**config.mk**
```make
export PLATFORM = sky130hd
export DESIGN_NAME = thread_run_queue_scheduler
export DESIGN_NICKNAME = d
export VERILOG_FILES = /design/src/rtl/trqs_pkg.sv /design/src/rtl/thread_run_queue_scheduler.sv
export VERILOG_INCLUDE_DIRS = /design/src /design/src/rtl
export SDC_FILE = /design/constraint.sdc
export NUM_CORES = 1
export LEC_CHECK = 0
export BUFFER_PORTS_ARGS = -buffer_cell sky130_fd_sc_hd__buf_2
export CAP_MARGIN = 20
export CELL_PAD_IN_SITES_DETAIL_PLACEMENT = 1
export CELL_PAD_IN_SITES_GLOBAL_PLACEMENT = 1
export CORE_UTILIZATION = 45
export DETAILED_ROUTE_END_ITERATION = 6
export HOLD_SLACK_MARGIN = 0.15
export PLACE_DENSITY = 0.83
export SLEW_MARGIN = 20
export SYNTH_ARGS = -nofsm -noshare
export SYNTH_HDL_FRONTEND = slang
export SYNTH_SLANG_ARGS = --single-unit
```
**constraint.sdc**
```tcl
create_clock -name clk_i -period 6.8 [get_ports clk_i]
set_input_delay 1.36 -clock clk_i [delete_from_list [all_inputs] [get_ports clk_i]]
set_output_delay 1.36 -clock clk_i [all_outputs]
set_load 0.05 [all_outputs]
```
**src/rtl/thread_run_queue_scheduler_macros.svh**
```systemverilog
// Assertion macros shared by the scheduler RTL.
`ifndef THREAD_RUN_QUEUE_SCHEDULER_MACROS_SVH
`define THREAD_RUN_QUEUE_SCHEDULER_MACROS_SVH

// Implication checked on every clock edge outside reset.
`define TRQS_ASSERT_IMPL(label, ante, cons, msg) \
  label: assert property (@(posedge clk_i) disable iff (!rst_ni) (ante) |-> (cons)) \
    else $error(msg);

// Implication whose consequent is checked in the cycle after the antecedent.
`define TRQS_ASSERT_NEXT(label, ante, cons, msg) \
  label: assert property (@(posedge clk_i) disable iff (!rst_ni) (ante) |=> (cons)) \
    else $error(msg);

`endif

```
**src/rtl/trqs_pkg.sv**
```systemverilog
// Types and constants of the thread run queue scheduler.
package trqs_pkg;

  localparam int unsigned THREADS = 8;
  localparam int unsigned SLOT_W  = 3;
  localparam int unsigned CNT_W   = 4;
  localparam int unsigned SLICE_W = 24;
  localparam int unsigned IDENT_W = 32;
  localparam int unsigned CMD_W   = 3;

  localparam logic [SLICE_W-1:0] TIMESLICE_RESET = 24'd10000;

  // Command codes.
  localparam logic [CMD_W-1:0] CMD_CREATE = 3'd0;
  localparam logic [CMD_W-1:0] CMD_START  = 3'd1;
  localparam logic [CMD_W-1:0] CMD_YIELD  = 3'd2;
  localparam logic [CMD_W-1:0] CMD_WAIT   = 3'd3;
  localparam logic [CMD_W-1:0] CMD_WAKEUP = 3'd4;
  localparam logic [CMD_W-1:0] CMD_TICK   = 3'd5;

  typedef enum logic [1:0] {
    ST_INVALID = 2'd0,
    ST_RUNNING = 2'd1,
    ST_READY   = 2'd2,
    ST_BLOCKED = 2'd3
  } status_e;

endpackage

```
**src/rtl/thread_run_queue_scheduler.sv**
```systemverilog
// Thread scheduler with a circular run queue, an ordered blocked list and a sequencer.
//
// One command beat is taken while the sequencer is idle. Every command passes
// through the execute and finish states; yield, tick, wait and an accepted start
// also pass through dispatch, and wakeup through scan, where the single ident
// comparator walks the blocked list one entry a cycle. The result beat is held
// in an output register, so the next command is accepted while it waits to be taken.
// The timeslice register may be written whenever the block is idle.
`include "thread_run_queue_scheduler_macros.svh"

module thread_run_queue_scheduler (
  input  logic                                clk_i,
  input  logic                                rst_ni,
  input  logic                                cfg_we_i,
  input  logic [trqs_pkg::SLICE_W-1:0]        cfg_wdata_i,
  input  logic                                in_valid_i,
  output logic                                in_stall_o,
  input  logic [trqs_pkg::CMD_W-1:0]          command_i,
  input  logic [trqs_pkg::SLOT_W-1:0]         thread_id_i,
  input  logic [trqs_pkg::IDENT_W-1:0]        ident_i,
  input  logic [trqs_pkg::SLICE_W-1:0]        timer_value_i,
  input  logic                                timer_wrapped_i,
  output logic                                out_valid_o,
  input  logic                                out_stall_i,
  output logic                                running_valid_o,
  output logic [trqs_pkg::SLOT_W-1:0]         running_thread_o,
  output logic [trqs_pkg::SLICE_W-1:0]        slice_load_o,
  output logic                                woke_any_o
);

  typedef enum logic [2:0] {
    S_IDLE,
    S_EXEC,
    S_SCAN,
    S_DISPATCH,
    S_FIN
  } state_e;

  state_e state_q;

  // Latched command beat.
  logic [trqs_pkg::CMD_W-1:0]   cmd_q;
  logic [trqs_pkg::SLOT_W-1:0]  tid_q;
  logic [trqs_pkg::IDENT_W-1:0] ident_q;
  logic [trqs_pkg::SLICE_W-1:0] tval_q;
  logic                         wrapped_q;

  // Scheduler state.
  logic [trqs_pkg::SLICE_W-1:0] timeslice_q;
  trqs_pkg::status_e            status_q [trqs_pkg::THREADS];
  logic [trqs_pkg::SLICE_W-1:0] slice_q  [trqs_pkg::THREADS];
  logic [trqs_pkg::IDENT_W-1:0] wident_q [trqs_pkg::THREADS];
  logic [trqs_pkg::SLOT_W-1:0]  fifo_q   [trqs_pkg::THREADS];
  logic [trqs_pkg::SLOT_W-1:0]  blist_q  [trqs_pkg::THREADS];
  logic [trqs_pkg::SLOT_W-1:0]  head_q;
  logic [trqs_pkg::CNT_W-1:0]   rcount_q;
  logic [trqs_pkg::CNT_W-1:0]   bcount_q;
  logic [trqs_pkg::SLOT_W-1:0]  cur_q;
  logic                         cur_valid_q;
  logic [trqs_pkg::CNT_W-1:0]   scan_q;
  logic [trqs_pkg::CNT_W-1:0]   keep_q;
  logic                         found_q;

  // Output register.
  logic                         out_valid_q;
  logic                         run_valid_q;
  logic [trqs_pkg::SLOT_W-1:0]  run_thread_q;
  logic [trqs_pkg::SLICE_W-1:0] slice_load_q;
  logic                         woke_q;

  logic                         in_acc;
  logic                         out_free;
  logic [trqs_pkg::SLOT_W-1:0]  tail_idx;
  logic [trqs_pkg::SLOT_W-1:0]  head_slot;
  logic [trqs_pkg::SLOT_W-1:0]  scan_slot;
  logic                         scan_done;
  logic                         ident_hit;
  logic                         short_slice;
  logic                         create_ok;
  logic                         start_ok;
  logic                         requeue;

  assign in_stall_o = (state_q != S_IDLE);
  assign in_acc     = in_valid_i && !in_stall_o;
  assign out_free   = !out_valid_q || !out_stall_i;

  // Queue and scan addressing, and the shared ident comparator.
  assign tail_idx    = head_q + rcount_q[trqs_pkg::SLOT_W-1:0];
  assign head_slot   = fifo_q[head_q];
  assign scan_slot   = blist_q[scan_q[trqs_pkg::SLOT_W-1:0]];
  assign scan_done   = (scan_q == bcount_q);
  assign ident_hit   = (wident_q[scan_slot] == ident_q);
  assign short_slice = wrapped_q ||
                       (tval_q < {8'd0, timeslice_q[trqs_pkg::SLICE_W-1:8]});

  // Command decode on the latched beat.
  assign create_ok = (cmd_q == trqs_pkg::CMD_CREATE) &&
                     (status_q[tid_q] == trqs_pkg::ST_INVALID);
  assign start_ok  = (cmd_q == trqs_pkg::CMD_START) && !cur_valid_q &&
                     (status_q[tid_q] == trqs_pkg::ST_INVALID);
  assign requeue   = ((cmd_q == trqs_pkg::CMD_YIELD) || (cmd_q == trqs_pkg::CMD_TICK)) &&
                     cur_valid_q;

  // Sequencer, control state and output register.
  always_ff @(posedge clk_i or negedge rst_ni) begin
    if (!rst_ni) begin
      state_q      <= S_IDLE;
      timeslice_q  <= trqs_pkg::TIMESLICE_RESET;
      for (int i = 0; i < trqs_pkg::THREADS; i++) begin
        status_q[i] <= trqs_pkg::ST_INVALID;
        slice_q[i]  <= '0;
      end
      head_q       <= '0;
      rcount_q     <= '0;
      bcount_q     <= '0;
      cur_q        <= '0;
      cur_valid_q  <= 1'b0;
      scan_q       <= '0;
      keep_q       <= '0;
      found_q      <= 1'b0;
      out_valid_q  <= 1'b0;
      run_valid_q  <= 1'b0;
      run_thread_q <= '0;
      slice_load_q <= '0;
      woke_q       <= 1'b0;
    end else begin
      if (cfg_we_i) begin
        timeslice_q <= cfg_wdata_i;
      end
      // The finishing state reloads the output register itself.
      if (out_valid_q && !out_stall_i && (state_q != S_FIN)) begin
        out_valid_q <= 1'b0;
      end
      case (state_q)
        S_IDLE: begin
          if (in_acc) begin
            state_q <= S_EXEC;
          end
        end
        S_EXEC: begin
          found_q <= 1'b0;
          scan_q  <= '0;
          keep_q  <= '0;
          state_q <= S_FIN;
          if (create_ok) begin
            status_q[tid_q] <= trqs_pkg::ST_READY;
            slice_q[tid_q]  <= '0;
            rcount_q        <= rcount_q + 1'b1;
          end else if (start_ok) begin
            // Start makes the slot current and yields it straight away.
            status_q[tid_q] <= trqs_pkg::ST_READY;
            slice_q[tid_q]  <= '0;
            rcount_q        <= rcount_q + 1'b1;
            state_q         <= S_DISPATCH;
          end else if (requeue) begin
            status_q[cur_q] <= trqs_pkg::ST_READY;
            slice_q[cur_q]  <= '0;
            rcount_q        <= rcount_q + 1'b1;
            state_q         <= S_DISPATCH;
          end else if ((cmd_q == trqs_pkg::CMD_YIELD) || (cmd_q == trqs_pkg::CMD_TICK)) begin
            state_q <= S_DISPATCH;
          end else if (cmd_q == trqs_pkg::CMD_WAIT) begin
            if (cur_valid_q) begin
              status_q[cur_q] <= trqs_pkg::ST_BLOCKED;
              slice_q[cur_q]  <= short_slice ? '0 : tval_q;
              bcount_q        <= bcount_q + 1'b1;
            end
            state_q <= S_DISPATCH;
          end else if (cmd_q == trqs_pkg::CMD_WAKEUP) begin
            state_q <= S_SCAN;
          end
        end
        S_SCAN: begin
          // One blocked entry per cycle; survivors are packed toward the front.
          if (scan_done) begin
            bcount_q <= keep_q;
            state_q  <= S_FIN;
          end else begin
            scan_q <= scan_q + 1'b1;
            if (ident_hit) begin
              status_q[scan_slot] <= trqs_pkg::ST_READY;
              found_q             <= 1'b1;
              rcount_q            <= rcount_q + 1'b1;
              if (slice_q[scan_slot] != '0) begin
                head_q <= head_q - 1'b1;
              end
            end else begin
              keep_q <= keep_q + 1'b1;
            end
          end
        end
        S_DISPATCH: begin
          if (rcount_q == '0) begin
            cur_valid_q <= 1'b0;
            cur_q       <= '0;
          end else begin
            cur_q                 <= head_slot;
            cur_valid_q           <= 1'b1;
            head_q                <= head_q + 1'b1;
            rcount_q              <= rcount_q - 1'b1;
            status_q[head_slot]   <= trqs_pkg::ST_RUNNING;
            if (slice_q[head_slot] == '0) begin
              slice_q[head_slot] <= timeslice_q;
            end
          end
          state_q <= S_FIN;
        end
        S_FIN: begin
          if (out_free) begin
            out_valid_q  <= 1'b1;
            run_valid_q  <= cur_valid_q;
            run_thread_q <= cur_valid_q ? cur_q : '0;
            slice_load_q <= cur_valid_q ? slice_q[cur_q] : '0;
            woke_q       <= found_q;
            state_q      <= S_IDLE;
          end
        end
        default: begin
          state_q <= S_IDLE;
        end
      endcase
    end
  end

  // Payload stores: command latch, run queue, blocked list and wait idents.
  always_ff @(posedge clk_i) begin
    if (in_acc) begin
      cmd_q     <= command_i;
      tid_q     <= thread_id_i;
      ident_q   <= ident_i;
      tval_q    <= timer_value_i;
      wrapped_q <= timer_wrapped_i;
    end
    if (state_q == S_EXEC) begin
      if (create_ok || start_ok) begin
        fifo_q[tail_idx] <= tid_q;
      end else if (requeue) begin
        fifo_q[tail_idx] <= cur_q;
      end else if ((cmd_q == trqs_pkg::CMD_WAIT) && cur_valid_q) begin
        wident_q[cur_q] <= ident_q;
        blist_q[bcount_q[trqs_pkg::SLOT_W-1:0]] <= cur_q;
      end
    end
    if ((state_q == S_SCAN) && !scan_done) begin
      if (ident_hit) begin
        if (slice_q[scan_slot] != '0) begin
          fifo_q[head_q - 1'b1] <= scan_slot;
        end else begin
          fifo_q[tail_idx] <= scan_slot;
        end
      end else begin
        blist_q[keep_q[trqs_pkg::SLOT_W-1:0]] <= scan_slot;
      end
    end
  end

  assign out_valid_o      = out_valid_q;
  assign running_valid_o  = run_valid_q;
  assign running_thread_o = run_thread_q;
  assign slice_load_o     = slice_load_q;
  assign woke_any_o       = woke_q;

  // Between commands the current thread, run queue and blocked list together hold
  // no more threads than there are slots.
  `TRQS_ASSERT_IMPL(a_thread_budget, state_q == S_IDLE,
    ({1'b0, rcount_q} + {1'b0, bcount_q} + {4'd0, cur_valid_q}) <= 5'(trqs_pkg::THREADS),
    "scheduler holds more threads than slots")
  // An accepted beat always starts the sequencer.
  `TRQS_ASSERT_NEXT(a_accept_exec, in_acc, state_q == S_EXEC,
    "accepted command did not start execution")
  // The wakeup scan never runs past the blocked list.
  `TRQS_ASSERT_IMPL(a_scan_bound, state_q == S_SCAN,
    (scan_q <= bcount_q) && (keep_q <= scan_q), "blocked list scan out of range")

endmodule

```
# Yosys cells after proc, flatten, opt, wreduce, memory -nomap -nowiden
# Memories as Yosys holds them, arrays and structs flattened.
# Cells that the tools add are included.
dict set report classes {
  add_sub_neg 8
  multipliers 0
  n_div 0
  magnitude_cmp 9
  n_eq_ne 31
  shifts 0
  mux 124
  bitwise 23
  reduce_logical 45
}
# operator count
set op_table {}
lappend op_table {{2-to-1 mux 192 bit} 8}
lappend op_table {{bitwise AND 192 bit} 2}
lappend op_table {{bitwise mux 192 bit} 2}
lappend op_table {{inverter 192 bit} 2}
lappend op_table {{case mux 192 bit (2 select lines)} 1}
lappend op_table {{2-to-1 mux 24 bit} 11}
lappend op_table {{binary-select mux 24 bit (select 3 bit)} 3}
lappend op_table {{demux 24 bit (select 3 bit)} 3}
lappend op_table {{2-to-1 mux 16 bit} 9}
lappend op_table {{2-to-1 mux 4 bit} 16}
lappend op_table {{2-to-1 mux 3 bit} 21}
lappend op_table {{case mux 16 bit (3 select lines)} 1}
lappend op_table {{bitwise AND 8 bit} 4}
lappend op_table {{equality test 32 bit} 1}
lappend op_table {{inverter 8 bit} 4}
lappend op_table {{bitwise OR 8 bit} 4}
lappend op_table {{2-to-1 mux 1 bit} 31}
lappend op_table {{!= test 2 bit, second input constant} 14}
lappend op_table {{demux 2 bit (select 3 bit)} 4}
lappend op_table {{zero test 24 bit} 1}
lappend op_table {{less-than comparator 24 x 16 -> 1 bit} 1}
lappend op_table {{case mux 4 bit (2 select lines)} 3}
lappend op_table {{nonzero test 24 bit} 1}
lappend op_table {{adder 4 x 1 -> 4 bit, second input constant} 4}
lappend op_table {{39 further kinds} 89}
dict set report totals {
  register_bits 352
  latch_bits 0
  mem_bits_rw 304
  rom_bits 0
  in_bits 92
  out_inout_bits 31
  word_cells 279
  mem_count 3
}
# name words word_bits rd rd_ports_with_merged_regs write_ports line_no
set memory_table {}
lappend memory_table {wident_q 8 32 1 0 1 thread_run_queue_scheduler.sv:52} ;# logic [trqs_pkg::IDENT_W-1:0] wident_q [trqs_pkg::THREADS];
lappend memory_table {blist_q 8 3 1 0 1 thread_run_queue_scheduler.sv:54} ;# logic [trqs_pkg::SLOT_W-1:0] blist_q [trqs_pkg::THREADS];
lappend memory_table {fifo_q 8 3 1 0 1 thread_run_queue_scheduler.sv:53} ;# logic [trqs_pkg::SLOT_W-1:0] fifo_q [trqs_pkg::THREADS];

# Depth between registers and ports, before layout
# Gate-level depths: netlist of the first run.
dict set report logic_depth {
  ltp_word 13
  mapped_depth 20
  ltp_nobuf 12
}

# Least setup slack after synthesis of the first run
# No wires, ideal clock.
dict set report synth_timing {
  path_type {register -> register}
  startpoint {register scan_q[1] (netlist bit)}
  endpoint {memory fifo_q[1][0] (netlist bit) (enable)}
  setup_ps 330
  t_arrival_ps 4193
  t_required_ps 6470
  setup_slack_ps 2277
  stages_incl_launch_ff 18
  path_buffers 7
  synth_period_minus_slack_ps 4523
  cell_sequence {dfrtp_1 buf_6 buf_6 mux2_1 mux4_2 buf_6 buf_2 buf_2 mux2i_1 a32o_1 a222oi_1 nand3_1 nor4_1 nand4_1 or4b_1 buf_2 buf_6 mux2i_1}
}
dict set report synth_between {
  elab_chain_cells 12
  word_cells_on_any_way 23
  classes_between {2 x eq/ne; 13 x mux; 2 x bitwise; 4 x reduce/logical; 2 x memory}
}
# element line_no
set synth_lines {}
lappend synth_lines {{start: declaration} thread_run_queue_scheduler.sv:60} ;# logic [trqs_pkg::CNT_W-1:0] scan_q;
lappend synth_lines {{start signal: assignment} thread_run_queue_scheduler.sv:179} ;# scan_q <= scan_q + 1'b1;
lappend synth_lines {{memory (8 x 3 bit)} --}
lappend synth_lines {{inverter 3 -> 4 bit (not written as such)} thread_run_queue_scheduler.sv:246} ;# if (slice_q[scan_slot] != '0) begin
lappend synth_lines {{binary-select mux 24 bit (select 3 bit)} thread_run_queue_scheduler.sv:246}
lappend synth_lines {{2-to-1 mux 24 bit (not written as such) (2 in series)} thread_run_queue_scheduler.sv:246}
lappend synth_lines {{nonzero test 24 bit} thread_run_queue_scheduler.sv:246}
lappend synth_lines {{2-to-1 mux 1 bit} thread_run_queue_scheduler.sv:246}
lappend synth_lines {{2-to-1 mux 1 bit} thread_run_queue_scheduler.sv:245} ;# if (ident_hit) begin
lappend synth_lines {{2-to-1 mux 1 bit} thread_run_queue_scheduler.sv:244} ;# if ((state_q == S_SCAN) && !scan_done) begin
lappend synth_lines {{2-to-1 mux 1 bit (on tied branches)} {thread_run_queue_scheduler.sv:247, thread_run_queue_scheduler.sv:249}}
lappend synth_lines {{OR reduction 3 bit (no source line) / bitwise OR 1 bit (equally long branches)} --}
lappend synth_lines {{2-to-1 mux 3 bit (no source line) / 2-to-1 mux 1 bit (equally long branches)} --}
lappend synth_lines {{end: declaration} thread_run_queue_scheduler.sv:53}
# Parallel ways exist; a longest one is shown, timed or not. The select of a mux whose other input is x is not followed.

# Final worst setup path of the first run
dict set report layout_timing {
  startpoint {register scan_q[1] (netlist bit)}
  endpoint {memory fifo_q[5][1] (netlist bit) (enable)}
}
# The elaborated chain is that of the path after synthesis.

==> results.rst, run 1 <==
.. list-table::
   :header-rows: 1

   * - Metric
     - Value
   * - Total Routed Length
     - 132,000 um
   * - Dominant cell by count in the synthesized netlist
     - sky130_fd_sc_hd__edfxtp_1
   * - Maximum clock insertion buffer count
     - 3
   * - P per Cell Area
     - 474 nW/um^2
   * - Slack of the critical path
     - 0.391 ns
   * - Post-DP HPWL
     - 81,300 um
   * - Biggest area contributors in the synthesized netlist
     - sky130_fd_sc_hd__edfxtp_1 34%, sky130_fd_sc_hd__dfrtp_1 22%, sky130_fd_sc_hd__o21ai_0 4.2%, sky130_fd_sc_hd__nand2_1 4.0%, sky130_fd_sc_hd__nand3_1 3.4%
   * - Violations in the final reports
     - DRC
   * - Synth Warn #
     - 0
   * - Worst reg-to-reg path cell count
     - 11
   * - Total number of clock tree sinks
     - 656
   * - Number of H-tree levels
     - 3
   * - Number of vias after detailed routing
     - 29,305
   * - Total clock buffers created by CTS
     - 75
   * - Total routing usage reported by global routing
     - 35.2%
   * - Die Span X
     - 271 um
   * - Critical path launch point type
     - register
   * - Post-route minimum period
     - 6.41 ns
   * - Remaining antenna violation count
     - 0
   * - Setup slack at placement
     - 0.716 ns
   * - Critical Path RT
     - 7.10 ns
   * - Layout-stage area growth over the synthesis result
     - 12.4%
   * - Worst max-slew margin expressed relative to the limit
     - 18.0%
   * - Pins Over Slew Limit
     - 0
   * - Post-synth EDFFs
     - 367
   * - Cell area after technology mapping
     - 32,700 sq um
   * - CTS root buf
     - sky130_fd_sc_hd__clkbuf_16
   * - Wire length of the first global-routing pass
     - 195,000 um
   * - Crit-path slowest cell
     - sky130_fd_sc_hd__or4b_1
   * - Cell occurring most often along the worst timing path
     - sky130_fd_sc_hd__mux2i_1
   * - Gate count of the mapped netlist
     - 3,104
   * - Critical path buffer and inverter count
     - 1
   * - Area share of the leading cell type in the synthesized netlist
     - 33.7%
   * - Total non-filler cell area in the finished layout
     - 36,700 sq um
   * - Core region area
     - 71,600 sq um
   * - Crit path depth
     - 11
   * - Total global routing overflow
     - 0
   * - Fmax
     - 156 MHz
   * - Final Hold Vio Count
     - 0
   * - Worst path max stage delay
     - 0.93 ns
   * - Post-route setup TNS
     - 0 ns
   * - Final total power
     - 0.0174 W
   * - Hold/Removal Path Class
     - register to register
   * - Filler cell count in the final layout
     - 7,683
   * - TritonCTS clock tree
     - yes
   * - Max_cap viols
     - 0
   * - Kind of critical path
     - register to register
   * - Number of global-route vias before repair
     - 30,399
   * - Status
     - complete, but fails checks
   * - Seq cells post-synth
     - 656
   * - Worst Tran Pin Value
     - 1.22 ns
   * - Vias per cell
     - 7.11
   * - Starting Density
     - 45.6%
   * - Layout cell share with drive strength beyond 1
     - 13.0%
   * - Most used flip-flop cell after synthesis
     - sky130_fd_sc_hd__edfxtp_1
   * - Worst-path maximum fanout
     - 31
   * - Final period util
     - 94.3%
   * - Maximum clock skew at final layout
     - 0.0588 ns
   * - Total of cells resized after clock tree synthesis
     - 0
   * - Starting DRC count in detailed routing
     - 3,536
   * - Part of the Yosys area used for sequential elements
     - 55.9%
   * - Library cell with the largest summed area after synthesis
     - sky130_fd_sc_hd__edfxtp_1
   * - Clk slew on worst S/H paths
     - 0.06 ns
   * - Post-synth net total
     - 3,221
   * - First-pass iteration count of the detailed router
     - 7
   * - Count of buffers inserted at the top-level ports
     - 122
   * - Post-CTS Setup Bufs
     - 0
   * - Arrival time worst endpoint
     - 6.71 ns
   * - Routability Congestion
     - 0.972
   * - Unrepaired setup endpoints after global routing
     - no
   * - Post-synth ARST share
     - 44.1%
   * - Cells on Worst Hold Path
     - 2
   * - Die height
     - 271 um
   * - Number of antenna violations at the first check in global routing
     - 2
   * - Mapped Avg Cell Area
     - 10.5 sq um
   * - Hold-fix buffer count after cts
     - 0
   * - Detail-routed net length per standard cell
     - 31.9 um
   * - DRC violation count after routing
     - 8
   * - Critical path endpoint category
     - register
   * - Final setup vio count
     - 0
   * - Unique masters post-synth
     - 75
   * - Total leakage power
     - 13.9 nW
   * - Die footprint
     - 73,700 sq um
   * - Clock latency at the later pin of the worst-skew pair
     - 0.66 ns
   * - Cell Area, Placed
     - 34,200 sq um
   * - IR Drop Worst-Case VDD
     - 305 uV
   * - Total I/O pin count
     - 123
   * - Number of standard-cell rows in the floorplan
     - 98
   * - Maximum number of pins on one net before global-route repair
     - 147
   * - Most frequent cells after synthesis
     - 367 x sky130_fd_sc_hd__edfxtp_1, 347 x sky130_fd_sc_hd__nand2_1, 284 x sky130_fd_sc_hd__dfrtp_1, 274 x sky130_fd_sc_hd__o21ai_0, 227 x sky130_fd_sc_hd__clkbuf_1
   * - CP top delay family
     - simple AND/OR/NAND/NOR gates
   * - Cell chain of the critical path
     - buf_4 -> mux2i_1 -> mux4_2 -> nor2_1 -> a32oi_1 -> and4_1 -> nor4_1 -> nand4_1 -> or4_1 -> or4b_1 -> mux2i_1
   * - Total Nets Final
     - 3,221
## through the flow
step | utilization, % | hold WS (ns) | std cells
floorplan | - | 0.453 | 3104
global placement | 47.7 | 0.471 | 3973
detailed placement | 47.7 | 0.477 | 3974
CTS | 51.2 | 0.497 | 4113
global route | 51.3 | 0.519 | 4116
finish | 51.3 | 0.493 | 4119
## registers in the layout, summed over array words and instances, names as in the netlist, 8 cells and up, named ones only
signal and cells:
status_q 8, slice_q 192, slice_load_o 24, fifo_q 24, blist_q 24, wident_q 256
timeslice_q 24, tval_q 24, ident_q 32
## final cells by class
class / count / area [sq um] / share of cell area (%)
flip-flops and latches: 656 / 18300 / 49.7
multi-input cells: 2133 / 13400 / 36.5
clock buffers: 98 / 2050 / 5.59
repair buffers: 195 / 1200 / 3.26
well taps: 950 / 1190 / 3.24
clock inverters: 41 / 447 / 1.22
inverters: 43 / 164 / 0.446
diodes: 3 / 7.51 / 0.0204
## tightest hold or removal path, delay by kind of cell, from the launching register on
| kind | cells | cell delay (ns) |
|---|---|---|
| DFF | 1 | 0.35 |
| and+or+nand+nor | 1 | 0.05 |
| AOI/OAI and AO/OA | 1 | 0.06 |
## metal layers
metal  wire length, um  track usage (%)  vias up
li1                  -                -    11841
met1             48900             44.6    14681
met2             60300             55.4     2153
met3             14400             8.39      626
met4              7890             19.9        4
met5                27                0        -
## placed cells by master (no fill, tap or decap), types with 9 or more instances in the layout
cell type,synthesis,layout
sky130_fd_sc_hd__xor2_1,10,10
sky130_fd_sc_hd__edfxtp_1,367,367
sky130_fd_sc_hd__clkbuf_8,0,9
sky130_fd_sc_hd__a221oi_1,15,15
sky130_fd_sc_hd__clkinv_2,0,16
sky130_fd_sc_hd__nand2b_1,11,11
sky130_fd_sc_hd__inv_1,43,42
sky130_fd_sc_hd__a2bb2oi_1,40,40
sky130_fd_sc_hd__nand4_1,35,35
sky130_fd_sc_hd__nand3_1,222,221
sky130_fd_sc_hd__a32o_1,14,14
sky130_fd_sc_hd__and3_1,20,19
sky130_fd_sc_hd__or3_1,16,16
sky130_fd_sc_hd__mux2i_1,82,82
sky130_fd_sc_hd__a21o_1,20,19
sky130_fd_sc_hd__dfrtp_1,284,284
sky130_fd_sc_hd__clkinv_1,0,9
sky130_fd_sc_hd__buf_2,19,122
sky130_fd_sc_hd__nor4_1,53,52
sky130_fd_sc_hd__nor2_4,0,13
sky130_fd_sc_hd__o22a_1,41,40
sky130_fd_sc_hd__a32oi_1,33,33
sky130_fd_sc_hd__ha_1,23,23
sky130_fd_sc_hd__xnor2_1,15,15
sky130_fd_sc_hd__clkbuf_1,227,14
sky130_fd_sc_hd__o21ai_0,274,271
sky130_fd_sc_hd__nor2_1,153,136
sky130_fd_sc_hd__nor3_1,85,81
sky130_fd_sc_hd__o21ai_1,12,9
sky130_fd_sc_hd__a31oi_1,32,32
sky130_fd_sc_hd__o211ai_1,15,15
sky130_fd_sc_hd__o22ai_1,36,35
sky130_fd_sc_hd__clkbuf_16,0,75
sky130_fd_sc_hd__buf_4,1,69
sky130_fd_sc_hd__a21oi_1,163,162
sky130_fd_sc_hd__a22oi_1,79,79
sky130_fd_sc_hd__nand2_1,347,346
sky130_fd_sc_hd__a22o_1,125,125
sky130_fd_sc_hd__mux4_2,17,16
sky130_fd_sc_hd__mux2_2,21,21
## where the power goes
part	total, W	switching, W	internal [W]
clock	0.00413	0.00178	0.00235
combinational	0.00719	0.00507	0.00212
sequential	0.00609	0.00112	0.00497
total	0.0174	0.00797	0.00943
## logic make-up (layout without fill, tap and decap cells)
logic type	count (synthesis)	count (layout)	synth area share [%]
flip-flops	656	656	55.9
other	0	3	0
AND/OR/NAND/NOR	987	987	14.1
multiplexers	126	126	4.65
adder cells (fa/ha/maj)	25	25	1.00
buffers and inverters	315	377	3.84
XOR/XNOR	25	25	0.670
AO/OA/AOI/OAI	970	970	19.9
## worst paths after layout
| kind | start | to | slack, ns |
|---|---|---|---|
| worst max-delay path | scan_q[1] | fifo_q[5][1] | 0.39 |
| worst min-delay path | running_thread_o[0] | running_thread_o[0] | 0.49 |
| worst max register to register | scan_q[1] | fifo_q[5][1] | 0.39 |
| worst min register to register | running_thread_o[0] | running_thread_o[0] | 0.49 |
| max in group asynchronous | rst_ni | slice_load_o[23] | 4.61 |
| min in group asynchronous | rst_ni | slice_q[25] | 0.72 |
(Power assumes the default switching activity.)
==> inputs of run 2 (changes only) <==
--- a/config.mk
+++ b/config.mk
@@ -14,6 +14,7 @@
 export DETAILED_ROUTE_END_ITERATION = 6
 export HOLD_SLACK_MARGIN = 0.15
 export PLACE_DENSITY = 0.83
+export RECOVER_POWER = 100
 export SLEW_MARGIN = 20
 export SYNTH_ARGS = -nofsm -noshare
 export SYNTH_HDL_FRONTEND = slang
==> results.rst, run 2 (synthesis gave the netlist of run 1 again) <==
.. list-table::
   :header-rows: 1

   * - Metric
     - Value
   * - Final period util
     - 97.1% (+2.9 points)
   * - Total Routed Length
     - 132,000 um (about the same)
   * - Unrepaired setup endpoints after global routing
     - no
   * - Arrival time worst endpoint
     - 7.10 ns (+0.39 ns)
   * - Hold-fix buffer count after cts
     - 0 (unchanged)
   * - Reg area
     - 18,300 sq um (unchanged)
   * - Cell Area, Placed
     - 34,200 sq um (unchanged)
   * - Kind of critical path
     - register to register
   * - Reg-to-Reg Start
     - tid_q[1]
   * - Startpoint of the most critical hold path
     - running_thread_o[0]
   * - Core region area
     - 71,600 sq um (unchanged)
   * - TritonCTS clock tree
     - yes
   * - Register with the most flip-flops
     - wident_q
   * - Total routing usage reported by global routing
     - 35.2% (unchanged)
   * - Final total power
     - 0.0174 W (-0.18%)
   * - Maximum clock insertion buffer count
     - 3 (unchanged)
   * - Layout cell share with drive strength beyond 1
     - 10.9% (-2.1 points)
   * - Total of cells resized after clock tree synthesis
     - 0 (unchanged)
   * - Slack of the critical path
     - 0.195 ns (-0.196 ns)
   * - Worst Hold Endpoint
     - running_thread_o[0]
   * - Total Nets Final
     - 3,221 (unchanged)
   * - Worst Tran Pin Value
     - 5.20 ns (+3.98 ns)
   * - Remaining antenna violation count
     - 0 (unchanged)
   * - Number of global-route vias before repair
     - 30,399 (unchanged)
   * - Total number of clock tree sinks
     - 656 (unchanged)
   * - Post-layout util
     - 51.0% (-0.31 points)
   * - Total clock buffers created by CTS
     - 75 (unchanged)
   * - Die Span X
     - 271 um (unchanged)
   * - Worst-path maximum fanout
     - 78 (+150%)
   * - Starting DRC count in detailed routing
     - 3,684 (+4.2%)
   * - Destination of the worst register-to-register timing path
     - slice_q[184]
   * - Total global routing overflow
     - 0 (unchanged)
   * - Final setup vio count
     - 0 (unchanged)
   * - Number of vias after detailed routing
     - 29,239 (-0.23%)
   * - Hold/Removal Path Class
     - register to register
   * - Critical path endpoint category
     - register
   * - Count of buffers inserted at the top-level ports
     - 122 (unchanged)
   * - R2r setup slk
     - 0.19 ns (-0.20 ns)
   * - Status
     - complete, but fails checks
   * - Die height
     - 271 um (unchanged)
   * - Flip-flop count of the largest register after layout
     - 256 (unchanged)
   * - Total I/O pin count
     - 123 (unchanged)
   * - Die footprint
     - 73,700 sq um (unchanged)
   * - Critical path launch point type
     - register
   * - First-pass iteration count of the detailed router
     - 7 (unchanged)
   * - Filler cell count in the final layout
     - 7,728 (+0.59%)
   * - Post-DP HPWL
     - 81,300 um (unchanged)
   * - Final Hold Vio Count
     - 0 (unchanged)
   * - Clock latency at the later pin of the worst-skew pair
     - 0.66 ns (about the same)
   * - Detail-routed net length per standard cell
     - 31.9 um (about the same)
   * - Largest regs
     - wident_q x256, slice_q x192, ident_q x32
   * - Maximum number of pins on one net before global-route repair
     - 147 (unchanged)
   * - Total non-filler cell area in the finished layout
     - 36,500 sq um (-0.61%)
   * - P per Cell Area
     - 476 nW/um^2 (+0.43%)
   * - Fmax
     - 151 MHz (-3.0%)
   * - Routability Congestion
     - 0.972 (unchanged)
   * - Post-route setup TNS
     - 0 ns (unchanged)
   * - Number of H-tree levels
     - 3 (unchanged)
   * - Post-CTS Setup Bufs
     - 0 (unchanged)
   * - Cells on Worst Hold Path
     - 2 (unchanged)
   * - Number of antenna violations at the first check in global routing
     - 2 (unchanged)
   * - Layout-stage area growth over the synthesis result
     - 11.7%
   * - Leading cell type in the layout, fill and taps excluded
     - sky130_fd_sc_hd__edfxtp_1
   * - Starting Density
     - 45.6% (unchanged)
   * - Violations in the final reports
     - DRC, capacitance limit, slew limit
   * - Number of standard-cell rows in the floorplan
     - 98 (unchanged)
   * - IR Drop Worst-Case VDD
     - 310 uV (+1.6%)
   * - Pins Over Slew Limit
     - 831 (+831)
   * - Worst reg-to-reg path cell count
     - 12 (+1)
   * - Wire length of the first global-routing pass
     - 195,000 um (unchanged)
   * - Max_cap viols
     - 22 (+22)
   * - Vias per cell
     - 7.10 (-0.15%)
   * - Clk slew on worst S/H paths
     - 0.06 ns (about the same)
   * - Worst max-slew margin expressed relative to the limit
     - -247% (-260 points)
   * - Top library cells by usage in the layout, fill and taps aside
     - 367 x sky130_fd_sc_hd__edfxtp_1, 346 x sky130_fd_sc_hd__nand2_1, 284 x sky130_fd_sc_hd__dfrtp_1
   * - Total leakage power
     - 13.7 nW (-1.7%)
   * - Critical Path RT
     - 7.30 ns (+0.20 ns)
   * - CTS root buf
     - sky130_fd_sc_hd__clkbuf_16
   * - Setup slack at placement
     - 0.716 ns (unchanged)
   * - DRC violation count after routing
     - 3 (-5)
   * - Diode insertion count for antenna repair
     - 0 (-3)
   * - Maximum clock skew at final layout
     - 0.0576 ns (-0.00114 ns)
   * - Combined area of the multi-input logic cells
     - 13,400 sq um (-0.48%)
   * - Post-route minimum period
     - 6.61 ns (+0.196 ns)
## run 2: changes by cell type in the layout (fill, tap and decap cells not counted), sizes merged
| cell | change |
|---|---|
| diode | -3 |
| clkbuf | +66 |
| buf | -66 |
## run 2: final cells by class
cell class | count | share of cell area (%)
clock inverter | 41 | 1.22
multi-input combinational | 2133 | 36.6
inverter | 43 | 0.449
sequential | 656 | 50.0
timing repair buffer | 195 | 2.86
clock buffer | 98 | 5.62
tap | 950 | 3.26
## run 2: through the flow
stage,std cells,hold slack (ns)
after global routing,4116,0.524
after detailed placement,3974,0.477
after global placement,3973,0.471
after floorplan,3104,0.453
after CTS,4113,0.497
final,4116,0.497
## run 2: routing by layer
| metal | share of wire (%) | vias up | global-route usage (%) |
|---|---|---|---|
| met4 | 5.9 | 4 | 19.9 |
| met1 | 37 | 14625 | 44.6 |
| met2 | 46 | 2140 | 55.4 |
| met5 | 0.021 | - | 0 |
| met3 | 11 | 622 | 8.39 |
| li1 | - | 11848 | - |
## run 2: worst max-delay path, stage by stage (launching register included)
cell                       delay, ns
sky130_fd_sc_hd__edfxtp_1       0.65
sky130_fd_sc_hd__nor3_1         0.49
sky130_fd_sc_hd__o21ai_0        0.19
sky130_fd_sc_hd__nor4b_1        0.18
sky130_fd_sc_hd__o211ai_1       0.23
sky130_fd_sc_hd__a21o_1         0.56
sky130_fd_sc_hd__and2_2         1.45
sky130_fd_sc_hd__a311o_1        0.33
sky130_fd_sc_hd__clkbuf_1       1.28
sky130_fd_sc_hd__a21o_1         0.15
sky130_fd_sc_hd__clkbuf_2       0.66
sky130_fd_sc_hd__nand2_1        0.15
sky130_fd_sc_hd__o21ai_0        0.12
## run 2: report_power, final
group | total (W) | switching (W) | internal (W)
Combinational | 0.00714 | 0.00506 | 0.00208
Sequential | 0.00611 | 0.00112 | 0.00498
Clock | 0.00413 | 0.00177 | 0.00235
## run 2: worst max-delay path by stage
stage,startpoint,endpoint,slack [ns]
after floorplan,scan_q[1],fifo_q[1][0],2.28
after global placement,scan_q[2],fifo_q[2][2],1.11
after detailed placement,scan_q[1],fifo_q[5][1],0.72
after CTS,scan_q[1],fifo_q[5][0],0.50
after global routing,scan_q[1],fifo_q[7][1],0.07
final,tid_q[1],slice_q[184],0.19
